<file path="src/sv/aes_pkg.sv">
// Shared types, constants and round functions for the AES block cipher core.
// Depends on nothing; used by aes_ctrl, aes_dpath and aes_block_cipher_core.
package aes_pkg;

	localparam int KeyWordsDefault = 4;
	localparam int IdxW = 6;   // key schedule word counter, up to word 59 (60 words)
	localparam int StepW = 4;  // round step counter, up to 14 rounds
	localparam int CfgIdxW = 8;

	localparam logic [CfgIdxW-1:0] REG_KEY_PART0 = 8'd0;
	localparam logic [CfgIdxW-1:0] REG_KEY_PART1 = 8'd1;
	localparam logic [CfgIdxW-1:0] REG_KEY_PART2 = 8'd2;
	localparam logic [CfgIdxW-1:0] REG_KEY_PART3 = 8'd3;

	localparam logic [7:0] RCON_FIRST = 8'h01;
	localparam logic [7:0] GF_POLY = 8'h1b;

	typedef struct packed {
		logic             load;
		logic             kx_go;
		logic             kx_first;
		logic             kx_key;
		logic             kx_rot;
		logic             kx_sub;
		logic             kx_wr;
		logic [IdxW-1:0]  kx_idx;
		logic             rd_go;
		logic [StepW-1:0] rd_step;
		logic             rnd_go;
		logic             rnd_first;
		logic             rnd_last;
		logic             out_load;
	} aes_cmd_t;

	typedef struct packed {
		logic sched_ready;
		logic busy;
	} aes_stat_t;

	localparam logic [7:0] SBOX [256] = '{
	8'h63,8'h7c,8'h77,8'h7b,8'hf2,8'h6b,8'h6f,8'hc5,8'h30,8'h01,8'h67,8'h2b,8'hfe,8'hd7,8'hab,8'h76,
	8'hca,8'h82,8'hc9,8'h7d,8'hfa,8'h59,8'h47,8'hf0,8'had,8'hd4,8'ha2,8'haf,8'h9c,8'ha4,8'h72,8'hc0,
	8'hb7,8'hfd,8'h93,8'h26,8'h36,8'h3f,8'hf7,8'hcc,8'h34,8'ha5,8'he5,8'hf1,8'h71,8'hd8,8'h31,8'h15,
	8'h04,8'hc7,8'h23,8'hc3,8'h18,8'h96,8'h05,8'h9a,8'h07,8'h12,8'h80,8'he2,8'heb,8'h27,8'hb2,8'h75,
	8'h09,8'h83,8'h2c,8'h1a,8'h1b,8'h6e,8'h5a,8'ha0,8'h52,8'h3b,8'hd6,8'hb3,8'h29,8'he3,8'h2f,8'h84,
	8'h53,8'hd1,8'h00,8'hed,8'h20,8'hfc,8'hb1,8'h5b,8'h6a,8'hcb,8'hbe,8'h39,8'h4a,8'h4c,8'h58,8'hcf,
	8'hd0,8'hef,8'haa,8'hfb,8'h43,8'h4d,8'h33,8'h85,8'h45,8'hf9,8'h02,8'h7f,8'h50,8'h3c,8'h9f,8'ha8,
	8'h51,8'ha3,8'h40,8'h8f,8'h92,8'h9d,8'h38,8'hf5,8'hbc,8'hb6,8'hda,8'h21,8'h10,8'hff,8'hf3,8'hd2,
	8'hcd,8'h0c,8'h13,8'hec,8'h5f,8'h97,8'h44,8'h17,8'hc4,8'ha7,8'h7e,8'h3d,8'h64,8'h5d,8'h19,8'h73,
	8'h60,8'h81,8'h4f,8'hdc,8'h22,8'h2a,8'h90,8'h88,8'h46,8'hee,8'hb8,8'h14,8'hde,8'h5e,8'h0b,8'hdb,
	8'he0,8'h32,8'h3a,8'h0a,8'h49,8'h06,8'h24,8'h5c,8'hc2,8'hd3,8'hac,8'h62,8'h91,8'h95,8'he4,8'h79,
	8'he7,8'hc8,8'h37,8'h6d,8'h8d,8'hd5,8'h4e,8'ha9,8'h6c,8'h56,8'hf4,8'hea,8'h65,8'h7a,8'hae,8'h08,
	8'hba,8'h78,8'h25,8'h2e,8'h1c,8'ha6,8'hb4,8'hc6,8'he8,8'hdd,8'h74,8'h1f,8'h4b,8'hbd,8'h8b,8'h8a,
	8'h70,8'h3e,8'hb5,8'h66,8'h48,8'h03,8'hf6,8'h0e,8'h61,8'h35,8'h57,8'hb9,8'h86,8'hc1,8'h1d,8'h9e,
	8'he1,8'hf8,8'h98,8'h11,8'h69,8'hd9,8'h8e,8'h94,8'h9b,8'h1e,8'h87,8'he9,8'hce,8'h55,8'h28,8'hdf,
	8'h8c,8'ha1,8'h89,8'h0d,8'hbf,8'he6,8'h42,8'h68,8'h41,8'h99,8'h2d,8'h0f,8'hb0,8'h54,8'hbb,8'h16};

	localparam logic [7:0] INV_SBOX [256] = '{
	8'h52,8'h09,8'h6a,8'hd5,8'h30,8'h36,8'ha5,8'h38,8'hbf,8'h40,8'ha3,8'h9e,8'h81,8'hf3,8'hd7,8'hfb,
	8'h7c,8'he3,8'h39,8'h82,8'h9b,8'h2f,8'hff,8'h87,8'h34,8'h8e,8'h43,8'h44,8'hc4,8'hde,8'he9,8'hcb,
	8'h54,8'h7b,8'h94,8'h32,8'ha6,8'hc2,8'h23,8'h3d,8'hee,8'h4c,8'h95,8'h0b,8'h42,8'hfa,8'hc3,8'h4e,
	8'h08,8'h2e,8'ha1,8'h66,8'h28,8'hd9,8'h24,8'hb2,8'h76,8'h5b,8'ha2,8'h49,8'h6d,8'h8b,8'hd1,8'h25,
	8'h72,8'hf8,8'hf6,8'h64,8'h86,8'h68,8'h98,8'h16,8'hd4,8'ha4,8'h5c,8'hcc,8'h5d,8'h65,8'hb6,8'h92,
	8'h6c,8'h70,8'h48,8'h50,8'hfd,8'hed,8'hb9,8'hda,8'h5e,8'h15,8'h46,8'h57,8'ha7,8'h8d,8'h9d,8'h84,
	8'h90,8'hd8,8'hab,8'h00,8'h8c,8'hbc,8'hd3,8'h0a,8'hf7,8'he4,8'h58,8'h05,8'hb8,8'hb3,8'h45,8'h06,
	8'hd0,8'h2c,8'h1e,8'h8f,8'hca,8'h3f,8'h0f,8'h02,8'hc1,8'haf,8'hbd,8'h03,8'h01,8'h13,8'h8a,8'h6b,
	8'h3a,8'h91,8'h11,8'h41,8'h4f,8'h67,8'hdc,8'hea,8'h97,8'hf2,8'hcf,8'hce,8'hf0,8'hb4,8'he6,8'h73,
	8'h96,8'hac,8'h74,8'h22,8'he7,8'had,8'h35,8'h85,8'he2,8'hf9,8'h37,8'he8,8'h1c,8'h75,8'hdf,8'h6e,
	8'h47,8'hf1,8'h1a,8'h71,8'h1d,8'h29,8'hc5,8'h89,8'h6f,8'hb7,8'h62,8'h0e,8'haa,8'h18,8'hbe,8'h1b,
	8'hfc,8'h56,8'h3e,8'h4b,8'hc6,8'hd2,8'h79,8'h20,8'h9a,8'hdb,8'hc0,8'hfe,8'h78,8'hcd,8'h5a,8'hf4,
	8'h1f,8'hdd,8'ha8,8'h33,8'h88,8'h07,8'hc7,8'h31,8'hb1,8'h12,8'h10,8'h59,8'h27,8'h80,8'hec,8'h5f,
	8'h60,8'h51,8'h7f,8'ha9,8'h19,8'hb5,8'h4a,8'h0d,8'h2d,8'he5,8'h7a,8'h9f,8'h93,8'hc9,8'h9c,8'hef,
	8'ha0,8'he0,8'h3b,8'h4d,8'hae,8'h2a,8'hf5,8'hb0,8'hc8,8'heb,8'hbb,8'h3c,8'h83,8'h53,8'h99,8'h61,
	8'h17,8'h2b,8'h04,8'h7e,8'hba,8'h77,8'hd6,8'h26,8'he1,8'h69,8'h14,8'h63,8'h55,8'h21,8'h0c,8'h7d};

	function automatic logic [7:0] xtime(input logic [7:0] v);
		return {v[6:0], 1'b0} ^ (v[7] ? GF_POLY : 8'h00);
	endfunction

	function automatic logic [31:0] sub_word(input logic [31:0] w);
		return {SBOX[w[31:24]], SBOX[w[23:16]], SBOX[w[15:8]], SBOX[w[7:0]]};
	endfunction

	// byte n of the state sits at bits 127-8n down
	function automatic logic [127:0] sub_bytes(input logic [127:0] s, input logic inv);
		logic [127:0] o;
		o = '0;
		for (int n = 0; n < 16; n++)
			o[127-8*n -: 8] = inv ? INV_SBOX[s[127-8*n -: 8]] : SBOX[s[127-8*n -: 8]];
		return o;
	endfunction

	function automatic logic [127:0] shift_rows(input logic [127:0] s, input logic inv);
		logic [127:0] o;
		int src;
		o = '0;
		for (int c = 0; c < 4; c++)
			for (int r = 0; r < 4; r++) begin
				src = inv ? ((c + 4 - r) % 4) : ((c + r) % 4);
				o[127-8*(4*c+r) -: 8] = s[127-8*(4*src+r) -: 8];
			end
		return o;
	endfunction

	// coefficient select: 0 -> 02/0e, 1 -> 03/0b, 2 -> 01/0d, 3 -> 01/09
	function automatic logic [7:0] gf_coef(input logic [7:0] a, input int sel,
			input logic inv);
		logic [7:0] x2, x4, x8, o;
		x2 = xtime(a);
		x4 = xtime(x2);
		x8 = xtime(x4);
		case (sel)
			0: o = inv ? (x8 ^ x4 ^ x2) : x2;
			1: o = inv ? (x8 ^ x2 ^ a) : (x2 ^ a);
			2: o = inv ? (x8 ^ x4 ^ a) : a;
			default: o = inv ? (x8 ^ a) : a;
		endcase
		return o;
	endfunction

	function automatic logic [127:0] mix_columns(input logic [127:0] s, input logic inv);
		logic [127:0] o;
		logic [7:0] acc;
		o = '0;
		for (int c = 0; c < 4; c++)
			for (int r = 0; r < 4; r++) begin
				acc = '0;
				for (int k = 0; k < 4; k++)
					acc = acc ^ gf_coef(s[127-8*(4*c+k) -: 8], (k - r + 4) % 4, inv);
				o[127-8*(4*c+r) -: 8] = acc;
			end
		return o;
	endfunction

endpackage

</file>
<file path="src/sv/aes_ctrl.sv">
// Sequencer for the AES core: schedule expansion, round stepping and output beat.
// Depends on aes_pkg; drives aes_dpath through aes_pkg::aes_cmd_t.
module aes_ctrl #(
	parameter int KEY_WORDS = aes_pkg::KeyWordsDefault
) (
	input  logic                clk,
	input  logic                arst_n,
	input  logic                in_valid,
	output logic                in_stall,
	output logic                out_valid,
	input  logic                out_stall,
	input  logic                key_wr,
	output aes_pkg::aes_cmd_t   cmd,
	output aes_pkg::aes_stat_t  stat
);

	localparam int NumRounds = KEY_WORDS + 6;
	localparam int StoreWords = 4 * (KEY_WORDS + 7);
	localparam logic [aes_pkg::StepW-1:0] LastStep = aes_pkg::StepW'(NumRounds);
	localparam logic [aes_pkg::IdxW-1:0] LastIdx = aes_pkg::IdxW'(StoreWords - 1);
	localparam logic [aes_pkg::IdxW-1:0] KeyW = aes_pkg::IdxW'(KEY_WORDS);
	localparam logic [2:0] LastMod = 3'(KEY_WORDS - 1);

	typedef enum logic [2:0] {S_IDLE, S_EXPAND, S_READ, S_RUN, S_FIN} state_t;

	state_t                   state_q;
	logic [aes_pkg::IdxW-1:0]  idx_q;
	logic [2:0]               mod_q;
	logic [aes_pkg::StepW-1:0] step_q;
	logic                     ready_q;
	logic                     in_stall_q;
	logic                     out_valid_q;
	logic                     accept;
	logic                     out_free;

	assign accept = in_valid && !in_stall_q;
	assign out_free = !out_valid_q || !out_stall;
	assign in_stall = in_stall_q;
	assign out_valid = out_valid_q;
	assign stat.sched_ready = ready_q;
	assign stat.busy = in_stall_q;

	always_comb begin
		cmd = '0;
		cmd.load = (state_q == S_IDLE) && accept;
		cmd.kx_go = (state_q == S_EXPAND);
		cmd.kx_first = (idx_q == '0);
		cmd.kx_key = (idx_q < KeyW);
		cmd.kx_rot = (mod_q == 3'd0) && (idx_q >= KeyW);
		cmd.kx_sub = (KEY_WORDS > 6) && (mod_q == 3'd4);
		cmd.kx_wr = (idx_q[1:0] == 2'd3);
		cmd.kx_idx = idx_q;
		cmd.rd_go = (state_q == S_READ) || ((state_q == S_RUN) && (step_q != LastStep));
		cmd.rd_step = (state_q == S_READ) ? '0 : step_q + 1'b1;
		cmd.rnd_go = (state_q == S_RUN);
		cmd.rnd_first = (step_q == '0);
		cmd.rnd_last = (step_q == LastStep);
		cmd.out_load = (state_q == S_FIN) && out_free;
	end

	always_ff @(posedge clk or negedge arst_n) begin
		if (!arst_n) begin
			state_q <= S_IDLE;
			idx_q <= '0;
			mod_q <= '0;
			step_q <= '0;
			ready_q <= 1'b0;
			in_stall_q <= 1'b0;
			out_valid_q <= 1'b0;
		end else begin
			// load a new beat into the output register, or drop the one taken
			if (cmd.out_load)
				out_valid_q <= 1'b1;
			else if (!out_stall)
				out_valid_q <= 1'b0;
			if (key_wr)
				ready_q <= 1'b0;
			case (state_q)
				S_IDLE: begin
					if (accept) begin
						in_stall_q <= 1'b1;
						idx_q <= '0;
						mod_q <= '0;
						state_q <= ready_q ? S_READ : S_EXPAND;
					end
				end
				S_EXPAND: begin
					idx_q <= idx_q + 1'b1;
					mod_q <= (mod_q == LastMod) ? 3'd0 : mod_q + 1'b1;
					if (idx_q == LastIdx) begin
						if (!key_wr)
							ready_q <= 1'b1;
						state_q <= S_READ;
					end
				end
				S_READ: begin
					step_q <= '0;
					state_q <= S_RUN;
				end
				S_RUN: begin
					step_q <= step_q + 1'b1;
					if (step_q == LastStep)
						state_q <= S_FIN;
				end
				S_FIN: begin
					// hold the result until the output register is free
					if (out_free) begin
						in_stall_q <= 1'b0;
						state_q <= S_IDLE;
					end
				end
				default: state_q <= S_IDLE;
			endcase
		end
	end

endmodule

</file>
<file path="config.mk">
export PLATFORM = sky130hd
export DESIGN_NAME = aes_ctrl
export DESIGN_NICKNAME = d
export VERILOG_FILES = /design/src/sv/aes_pkg.sv /design/src/sv/aes_ctrl.sv
export SDC_FILE = /design/constraint.sdc
export NUM_CORES = 1
export LEC_CHECK = 0
export ABC_AREA = 1
export BUFFER_PORTS_ARGS = -buffer_cell sky130_fd_sc_hd__buf_2
export CAP_MARGIN = 20
export CORE_UTILIZATION = 46
export CTS_BUF_LIST = sky130_fd_sc_hd__clkbuf_4 sky130_fd_sc_hd__clkbuf_8 sky130_fd_sc_hd__clkbuf_16
export DETAILED_ROUTE_END_ITERATION = 8
export GPL_ROUTABILITY_DRIVEN = 1
export HOLD_SLACK_MARGIN = 0.15
export PLACE_DENSITY = 0.83
export RECOVER_POWER = 50
export SLEW_MARGIN = 25
export SYNTH_ARGS = -nofsm -noshare
export SYNTH_HDL_FRONTEND = slang
export SYNTH_SLANG_ARGS = --single-unit
</file>
<file path="constraint.sdc">
create_clock -name clk -period 1.15 [get_ports clk]
set_input_delay 0.0575 -clock clk [delete_from_list [all_inputs] [get_ports clk]]
set_output_delay 0.0575 -clock clk [all_outputs]
set_load 0.01 [all_outputs]
</file>
; Word level (Yosys, flattened, before mapping)
; Index checks and enable logic that the tools add are counted.
[op_classes]
n_mux = 22
reduce_logical = 20
n_eq_ne = 14
order_cmp = 2
n_addsub = 3
[op_table]
columns = operator, n
row1 = $mux 3, 6
row2 = $pmux 3 s5, 1
row3 = $pmux 6 s2, 1
row4 = $eq 3x2->1 const B, 3
row5 = $mux 1, 8
row6 = $pmux 4 s2, 1
row7 = $add 6x1->6 const B, 1
row8 = $eq 6x6->1 const B, 1
row9 = $ge 6x3->1 const B, 1
row10 = $logic_not 3->1, 2
row11 = $logic_not 6->1, 1
row12 = $lt 6x3->1 const B, 1
row13 = $mux 6, 1
row14 = $ne 2x2->1 const B, 3
row15 = $pmux 3 s2, 1
row16 = $reduce_bool 2->1, 3
row17 = $logic_and 1x1->1, 5
row18 = $add 4x1->4 const B, 1
row19 = $eq 4x4->1 const B, 1
row20 = $logic_not 4->1, 1
row21 = $mux 4, 1
row22 = $ne 2x1->1 const B, 2
row23 = $ne 4x4->1 const B, 1
row24 = $reduce_and 4->1, 1
row25 = 10 further kinds, 13
[word_totals]
out_inout_bits = 26
reg_bits = 19
inputBits = 5
word_cells = 68

; Logic depth before layout (Yosys ltp)
; Gate-level depths: netlist of the first run.
[logic_depth]
ltp_word = 4
depth_mapped = 8
depth_no_buf = 8

; Least setup slack after synthesis of the first run
; No wires, ideal clock.
[synth_timing]
path_type = flip-flop to flip-flop
start = reg step_q[0] (netlist name)
end = reg state_q[0]
setup_slack_ns = -0.194
path_buffers = 0
arrival_ns = 1.220
stages_incl_launch_ff = 8
synth_period_minus_slack_ns = 1.344
t_required_ns = 1.026
setup_time_ns = 0.124
path_cell_list = dfrtp_1 > inv_1 > ha_1 > nand2_1 > nor2_1 > nor2_4 > nor2_2 > o21ai_1
[synth_rtl]
columns = item, line
row1 = "start, declared", aes_ctrl.sv:29  ; logic [aes_pkg::StepW-1:0] step_q;
row2 = "start signal, assigned", aes_ctrl.sv:101  ; step_q <= step_q + 1'b1;
row3 = "end signal, assigned", aes_ctrl.sv:84  ; state_q <= ready_q ? S_READ : S_EXPAND;
row4 = "end, declared", aes_ctrl.sv:26  ; state_t state_q;

==> results of run 1 <==
through the flow:
stage               util, %  cells  setup TNS (ns)  instance area [um2]  total power (uW)
floorplan                 -    143         -0.0162                 1220              3120
global placement       65.7    215          -0.331                 1510              4150
detailed placement     65.7    215          -0.719                 1510              4310
CTS                    86.5    245           -3.87                 1990              6020
global route           95.8    258           -9.17                 2200              7590
finish                 95.8    258           -7.97                 2200              7320
worst max-delay path by stage:
stage                                         to  slack [ns]  depth (start not counted)
after CTS                                 cmd[6]       -0.32                          4
after global routing                      cmd[8]       -0.46                          8
after detailed placement    mod_q[1]$_DFFE_PN0P_       -0.09                          6
after floorplan           state_q[2]$_DFFE_PN0P_       -0.02                          7
after global placement      mod_q[1]$_DFFE_PN0P_       -0.05                          6
final                                     cmd[7]       -0.44                          5
cell families after synthesis:
family / after synthesis / share of synthesized area (%)
AND/OR/NAND/NOR: 66 / 28.3
adder cells (fa/ha/maj): 7 / 7.53
flip-flops: 19 / 40.9
buffers and inverters: 29 / 10.3
AO/OA/AOI/OAI: 19 / 11.2
XOR/XNOR: 2 / 1.51
other: 1 / 0.322
report_power, final:
group,internal [uW],switching (uW),leakage (uW)
registers,977,364,0.000236
clock network,160,253,0.0000184
logic,2660,2910,0.000852
total,3790,3530,0.00111
Yosys cell counts:
| master | number |
|---|---|
| sky130_fd_sc_hd__or2_2 | 1 |
| sky130_fd_sc_hd__a211oi_2 | 1 |
| sky130_fd_sc_hd__and2_1 | 1 |
| sky130_fd_sc_hd__dfrtp_1 | 19 |
| sky130_fd_sc_hd__nor2_1 | 10 |
| sky130_fd_sc_hd__xnor2_1 | 1 |
| sky130_fd_sc_hd__inv_2 | 4 |
| sky130_fd_sc_hd__nor2_2 | 3 |
| sky130_fd_sc_hd__ha_1 | 7 |
| sky130_fd_sc_hd__nor2_4 | 2 |
| sky130_fd_sc_hd__xor2_1 | 1 |
| sky130_fd_sc_hd__o21ai_0 | 4 |
| sky130_fd_sc_hd__nand3_1 | 12 |
| sky130_fd_sc_hd__inv_1 | 22 |
| sky130_fd_sc_hd__a21oi_1 | 4 |
| sky130_fd_sc_hd__nand2_1 | 29 |
| sky130_fd_sc_hd__nand3_2 | 1 |
| sky130_fd_sc_hd__nor3_1 | 2 |
| sky130_fd_sc_hd__conb_1 | 1 |
| sky130_fd_sc_hd__nand3b_1 | 1 |
| sky130_fd_sc_hd__nand2_2 | 1 |
| sky130_fd_sc_hd__nand2_4 | 1 |
| sky130_fd_sc_hd__o21ai_2 | 7 |
| sky130_fd_sc_hd__nand4_1 | 1 |
| sky130_fd_sc_hd__nand3_4 | 1 |
| sky130_fd_sc_hd__o22ai_1 | 1 |
| sky130_fd_sc_hd__o21ai_1 | 2 |
| sky130_fd_sc_hd__buf_4 | 3 |
routing by layer:
metal | share of wire [%] | wire length [um] | up-vias | track usage (%)
met3 | 7.7 | 416 | 50 | 3.77
li1 | - | - | 621 | -
met4 | 9.2 | 496 | 0 | 15.4
met2 | 49 | 2630 | 127 | 63.3
met5 | 0 | 0 | - | 0
met1 | 35 | 1870 | 697 | 31.7
placed cells by master (no fill, tap or decap), types with 2 or more instances in the layout:
| master | netlist | routed |
|---|---|---|
| sky130_fd_sc_hd__o21ai_2 | 7 | 9 |
| sky130_fd_sc_hd__a21oi_2 | 0 | 2 |
| sky130_fd_sc_hd__nor2_1 | 10 | 4 |
| sky130_fd_sc_hd__clkbuf_4 | 0 | 4 |
| sky130_fd_sc_hd__ha_4 | 0 | 5 |
| sky130_fd_sc_hd__inv_1 | 22 | 13 |
| sky130_fd_sc_hd__buf_4 | 3 | 36 |
| sky130_fd_sc_hd__nor3_4 | 0 | 2 |
| sky130_fd_sc_hd__nand3_1 | 12 | 5 |
| sky130_fd_sc_hd__nand3_2 | 1 | 5 |
| sky130_fd_sc_hd__inv_4 | 0 | 2 |
| sky130_fd_sc_hd__dfrtp_1 | 19 | 12 |
| sky130_fd_sc_hd__nor2_2 | 3 | 3 |
| sky130_fd_sc_hd__inv_2 | 4 | 10 |
| sky130_fd_sc_hd__dfrtp_2 | 0 | 7 |
| sky130_fd_sc_hd__nand3_4 | 1 | 4 |
| sky130_fd_sc_hd__o21ai_1 | 2 | 2 |
| sky130_fd_sc_hd__buf_2 | 0 | 21 |
| sky130_fd_sc_hd__nor2_4 | 2 | 8 |
| sky130_fd_sc_hd__nand2_2 | 1 | 4 |
| sky130_fd_sc_hd__nand2_4 | 1 | 4 |
| sky130_fd_sc_hd__buf_6 | 0 | 23 |
| sky130_fd_sc_hd__o21ai_0 | 4 | 2 |
| sky130_fd_sc_hd__dlygate4sd3_1 | 0 | 4 |
| sky130_fd_sc_hd__nand2_1 | 29 | 22 |
layout make-up:
class | count | share of cell area [%]
Inverter | 26 | 4.89
Timing Repair Buffer | 86 | 31.6
Clock buffer | 4 | 1.37
Tap cell | 28 | 1.59
Multi-Input combinational cell | 95 | 38.6
Sequential cell | 19 | 22.0
registers in the layout, indices dropped and copies added (netlist names):
name       cells
ready_q        1
in_stall       1
state_q        3
out_valid      1
step_q         4
mod_q          3
idx_q          6
repair_timing:
action,in CTS,in global routing
pin swaps,13,13
gates cloned,0,0
buffers inserted,22,16
resized for setup,60,34
hold buffers,4,0
endpoints found under the hold margin,22,0
endpoints found under the setup margin,26,32
==> results.txt, run 1 <==
The largest individual stage delay along the critical path comes from the cell sky130_fd_sc_hd__dfrtp_1. In the final design database the tool counted 243 nets. The arrival time of the worst setup path came out at 1.54 ns. The clock sink total is 19.

The share of synthesized area in the top cell type comes to 40.9%. The number of antenna violations at the first check in global routing is 0. Relative to the synthesized area, the layout overhead comes to 89.0%. The number of buffer cells added on primary ports came out at 29. The routed length per placed instance came out at 21.0 um. The total detailed-routing wirelength came out at 5.41 mm. The core outline area is 2300 um2. The signal on the critical path passes through buf_4, nand3_2, xor2_2, nor2_4, buf_2. The register bit count reported by yosys is 19.

The per-instance average area after synthesis came out at 8.14 um2. CTS built an H-tree with a depth of 1. The maximum fanout count along the critical path is 3. In the routed design, unresolved DRC markers number 0. The area occupied by multi-input gates is 848 um2. The worst IR drop on VDD is 2870 uV. The via count of the first global-routing pass came out at 1370. The number of primary I/O pins is 31. The number of antenna diodes in the final layout is 0. Setup violations remaining at the end of the flow were counted as 31. The number of cell rows is 17.

The first-pass GRT wire length came out at 6.19 mm. The largest net degree at the start of global routing is 20. Across every metal layer, demand over resource in global routing totals 31.9%. The warning count from the yosys run came out at 0. The sum of overflow across all layers after global routing came out at 0. The share of the cycle needed by the critical path after routing came out at 139%. The sequential share of the synthesized area came out at 40.9%. The die covers 2730 um2.

The number of failing hold endpoints at the final stage is 0. The initial cell density of the core is 50.7%. The first-pass iteration count of the detailed router came out at 5. Counting every net in the synthesized netlist gives 155. The fill cell total of the finished layout is 52. The clock-pin slew reported for the worst setup and hold paths after clock tree synthesis came out at 0.12 ns. The startpoint identified for the worst register-to-register timing path is state_q[2]$_DFFE_PN0P_.

OpenSTA, run right after detailed placement, puts the worst setup slack at -0.0906 ns. STA classifies the critical path endpoint as an output port. The tool flagged a number of max-cap violations equal to 0.

The worst setup path is of the flip-flop to output port kind. The slew at the pin closest to its max-slew limit is 0.510 ns. The count of nets left with antenna violations after detail routing came out at 0. The maximum cell stage delay along the critical path came out at 0.45 ns.

In the routed layout, each cell is associated on average with a via count of 5.79. The post-route worst hold slack came out at 0.220 ns. The clock reaches the later pin of the worst-skew pair after 0.33 ns. The worst register-to-register path ends at mod_q[0]$_DFFE_PN0P_.

Broken down by cell family, the worst path's largest delay share belongs to flip-flops. The post-route netlist has 69.1% of its cells at a drive strength greater than 1. The synthesized design spends more area on one cell type than any other, namely sky130_fd_sc_hd__dfrtp_1. The static leakage came out at 0.00111 uW.

Setup repair after global routing could not meet its margin everywhere. TritonCTS built the clock tree. Detailed routing inserted a total of 1495 vias. The worst reg-to-reg path cell count is 8. The number of DRC markers in iteration 0 came out at 53. The checks that failed: negative setup slack. The count of different cell masters after synthesis is 28. Tracing the worst setup path back leads to its startpoint at step_q[0]$_DFFE_PN0P_. The data required time of the critical path came out at 1.09 ns. The number of buffers and inverters on the critical path is 2. The power density of the placed cells came out at 3330 nW/um2. The width of the die came out at 52.3 um. The tree is rooted in a sky130_fd_sc_hd__clkbuf_4. The register-to-register setup slack came out at -0.27 ns. The post-layout minimum cycle time came out at 1.59 ns. Counting every instance in the synthesized netlist gives 143.

The worst hold path class is input pin to asynchronous set/reset pin. The placer's final routability congestion estimate came out at 0.894. For the final database, setup skew stands at 0.00412 ns. The height of the die is 52.3 um.

The worst slew margin relative to its limit came out at 66.0%. The number of max-slew violations in the final report came to 0. The detailed placer's ending HPWL is 2.20 mm. The final setup slack of the worst path came out at -0.444 ns.

After synthesis, the cell types taking the most area are sky130_fd_sc_hd__dfrtp_1, sky130_fd_sc_hd__nand2_1, sky130_fd_sc_hd__ha_1, sky130_fd_sc_hd__inv_1, sky130_fd_sc_hd__o21ai_2. The mapped cell area is 1160 um2. The buffer levels on the longest clock path is 2. The number of buffers inserted during clock tree synthesis is 3. The fmax came out at 627 MHz.

The sequential cells in the finished layout cover a total of 484 um2. The flow ran to the end, but the final reports show violations. The worst setup path is launched from a flip-flop.
No activity file was read; power rests on OpenSTA's default activity.
==> inputs of run 2 (changes only) <==
--- a/config.mk
+++ b/config.mk
@@ -8,13 +8,14 @@
 export ABC_AREA = 1
 export BUFFER_PORTS_ARGS = -buffer_cell sky130_fd_sc_hd__buf_2
 export CAP_MARGIN = 20
-export CORE_UTILIZATION = 46
+export CORE_UTILIZATION = 55
 export CTS_BUF_LIST = sky130_fd_sc_hd__clkbuf_4 sky130_fd_sc_hd__clkbuf_8 sky130_fd_sc_hd__clkbuf_16
 export DETAILED_ROUTE_END_ITERATION = 8
 export GPL_ROUTABILITY_DRIVEN = 1
 export HOLD_SLACK_MARGIN = 0.15
-export PLACE_DENSITY = 0.83
+export PLACE_DENSITY = 0.92
 export RECOVER_POWER = 50
+export SETUP_SLACK_MARGIN = 0.3
 export SLEW_MARGIN = 25
 export SYNTH_ARGS = -nofsm -noshare
 export SYNTH_HDL_FRONTEND = slang
==> constraint.sdc (replaced) <==
create_clock -name clk -period 2 [get_ports clk]
set_input_delay 0.1 -clock clk [delete_from_list [all_inputs] [get_ports clk]]
set_output_delay 0.1 -clock clk [all_outputs]
set_load 0.01 [all_outputs]
==> results.txt, run 2 (synthesis gave the netlist of run 1 again) <==
Routability-driven placement finished with a final weighted congestion of 0.784. The global-route usage over all layers came out at 24.2%. The register with the most flip-flops in the layout has 6 of them. The via count of the first global-routing pass is 967. In this run the tightest slew margin relative to its limit is 30.6%. In this run the static leakage power is 0.000735 uW. Dividing the final minimum period by the clock period gives 84.2%. The library cells used most frequently in the layout, excluding fill and tap cells, are sky130_fd_sc_hd__nand2_1, sky130_fd_sc_hd__inv_1, sky130_fd_sc_hd__dfrtp_1.

The total detailed-routing wirelength came out at 2.55 mm. The sum of overflow across all layers after global routing came out at 0. The flow ran to the end, and the final reports show no timing, DRC or antenna violations. The final routed DRC violation total is 0. The fmax is 594 MHz. Setup violations remaining at the end of the flow were counted as 0. IR analysis of the VDD net gives a maximum drop of 1110 uV. By startpoint and endpoint, the worst setup path is classified as flip-flop to output port. Data arrives at the worst endpoint at 1.58 ns. The path class of the tightest hold or removal check is input pin to flip-flop. The buffer levels on the longest clock path is 2. The worst hold path begins at in_valid. The number of nets in the layout is 189.

Compared with the post-synthesis result, the final layout area differs by 18.5%. The routed length per placed instance came out at 12.6 um. The number of failing hold endpoints at the final stage was 0. In the final layout, the registers with the most flip-flops are idx_q: 6 flops, step_q: 4 flops.

The library cell used most frequently in the layout, excluding fill and tap cells, is sky130_fd_sc_hd__nand2_1. The fraction of layout instances using a drive strength above 1 is 27.3%. STA classifies the critical path startpoint as a flip-flop.

The worst reg-to-reg path cell count is 6. The post-route worst hold slack came out at 0.174 ns. The number of instances on the worst hold path is 3. The data required time of the critical path is 1.90 ns. The root buffer cell chosen for the clock tree is sky130_fd_sc_hd__clkbuf_4. The number of primary I/O pins came out at 31. The post-route setup TNS is 0 ns. The die is 48.0 um tall. The register-to-register setup slack is 0.55 ns. The slew at the pin closest to its max-slew limit came out at 1.04 ns. The worst reg2reg path startpoint is state_q[0]$_DFFE_PN0P_. The number of DRC markers in iteration 0 is 20.

For this design, the sink count on the clock tree is 19. The endpoint type of the worst setup path is an output port. The register containing the most flip-flops in the final layout is idx_q.

The largest net degree at the start of global routing came out at 20. Summed over all nets, the half-perimeter wirelength after detailed placement is 1.92 mm. From left edge to right edge, the die measures 48.0 um. The worst register-to-register path ends at idx_q[0]$_DFFE_PN0P_. The worst clock skew on the final layout came out at 0.00587 ns. Setup repair after global routing could not meet its margin everywhere. The number of max-slew violations in the final report came to 0.

The tool flagged a number of max-cap violations equal to 0. The number of clock buffers added by TritonCTS is 3. The endpoint with the worst hold slack is in_stall$_DFFE_PN0P_.

The post-layout minimum cycle time came out at 1.68 ns. The maximum level of the CTS H-tree is 1. The via count of the routed design came out at 1079. The per-cell via count in the routed design came out at 5.32. Along the worst path, the maximum fanout reaches 5.

The number of antenna violations at the first check in global routing is 0. The first-pass iteration count of the detailed router is 4. The total area inside the core boundary comes to 1980 um2. The initial cell density of the core is 58.7%. The count of nets left with antenna violations after detail routing is 0. Power comes to 2370 uW. The first-pass GRT wire length came out at 3.83 mm. The number of cell rows came out at 16. Clock-pin slew was measured on the worst setup and hold paths at 0.11 ns.

The power density of the placed cells came out at 1720 nW/um2. The count of buffers added by post-CTS timing repair for setup came out at 0. The clock reaches the later pin of the worst-skew pair after 0.29 ns.

The number of buffer cells added on primary ports came out at 29. TritonCTS built the clock tree. The full die area came out at 2300 um2. The number of inserted diodes is 0.
-- run 2: worst max-delay path, stage by stage, from the launching register on --
cell                      delay (ns)
sky130_fd_sc_hd__dfrtp_1        0.47
sky130_fd_sc_hd__nor2_1         0.31
sky130_fd_sc_hd__inv_2          0.09
sky130_fd_sc_hd__nor3_2         0.22
sky130_fd_sc_hd__buf_2          0.19
-- run 2: how the worst max path moves through the flow --
stage | from | to | cells after the start
6_report | state_q[0]$_DFFE_PN0P_ | cmd[21] | 4
5_1_grt | state_q[0]$_DFFE_PN0P_ | cmd[21] | 4
4_1_cts | idx_q[4]$_DFFE_PN0P_ | cmd[19] | 5
3_5_place_dp | step_q[0]$_DFFE_PN0P_ | state_q[1]$_DFFE_PN0P_ | 8
3_3_place_gp | step_q[0]$_DFFE_PN0P_ | state_q[1]$_DFFE_PN0P_ | 8
2_1_floorplan | step_q[0]$_DFFE_PN0P_ | state_q[0]$_DFFE_PN0P_ | 7
-- run 2: area by class of cell --
type	count	area, um2
clock buffer	4	30.0
fill	176	603
inverter	26	97.6
multi-input combinational	95	581
sequential	19	475
tap	27	33.8
timing repair buffer	32	161
-- run 2: metal layers --
layer	track usage, %	up-vias	routed length [um]
met5	0	-	0
li1	-	513	-
met2	45.7	51	1310
met3	3.40	10	140
met4	10.6	0	80
met1	26.6	505	1020
-- run 2: metrics by stage --
step | instances | setup slack, ns | area (um2) | util [%]
4_1_cts | 203 | 0.315 | 1380 | 69.6
3_3_place_gp | 196 | 0.661 | 1320 | 66.6
3_5_place_dp | 196 | 0.648 | 1320 | 66.6
2_1_floorplan | 143 | 0.656 | 1160 | -
6_report | 203 | 0.316 | 1380 | 69.6
5_1_grt | 203 | 0.242 | 1380 | 69.6
-- run 2: where the power goes --
group	leakage (uW)	internal, uW	switching, uW
clock	0.0000184	91.0	116
sequential	0.000245	549	190
combinational	0.000472	522	898
-- run 2: repair_timing --
action	CTS	global route
gates resized for setup	0	6
endpoints found under the hold margin	21	0
hold buffers	3	0
endpoints found under the setup margin	0	5
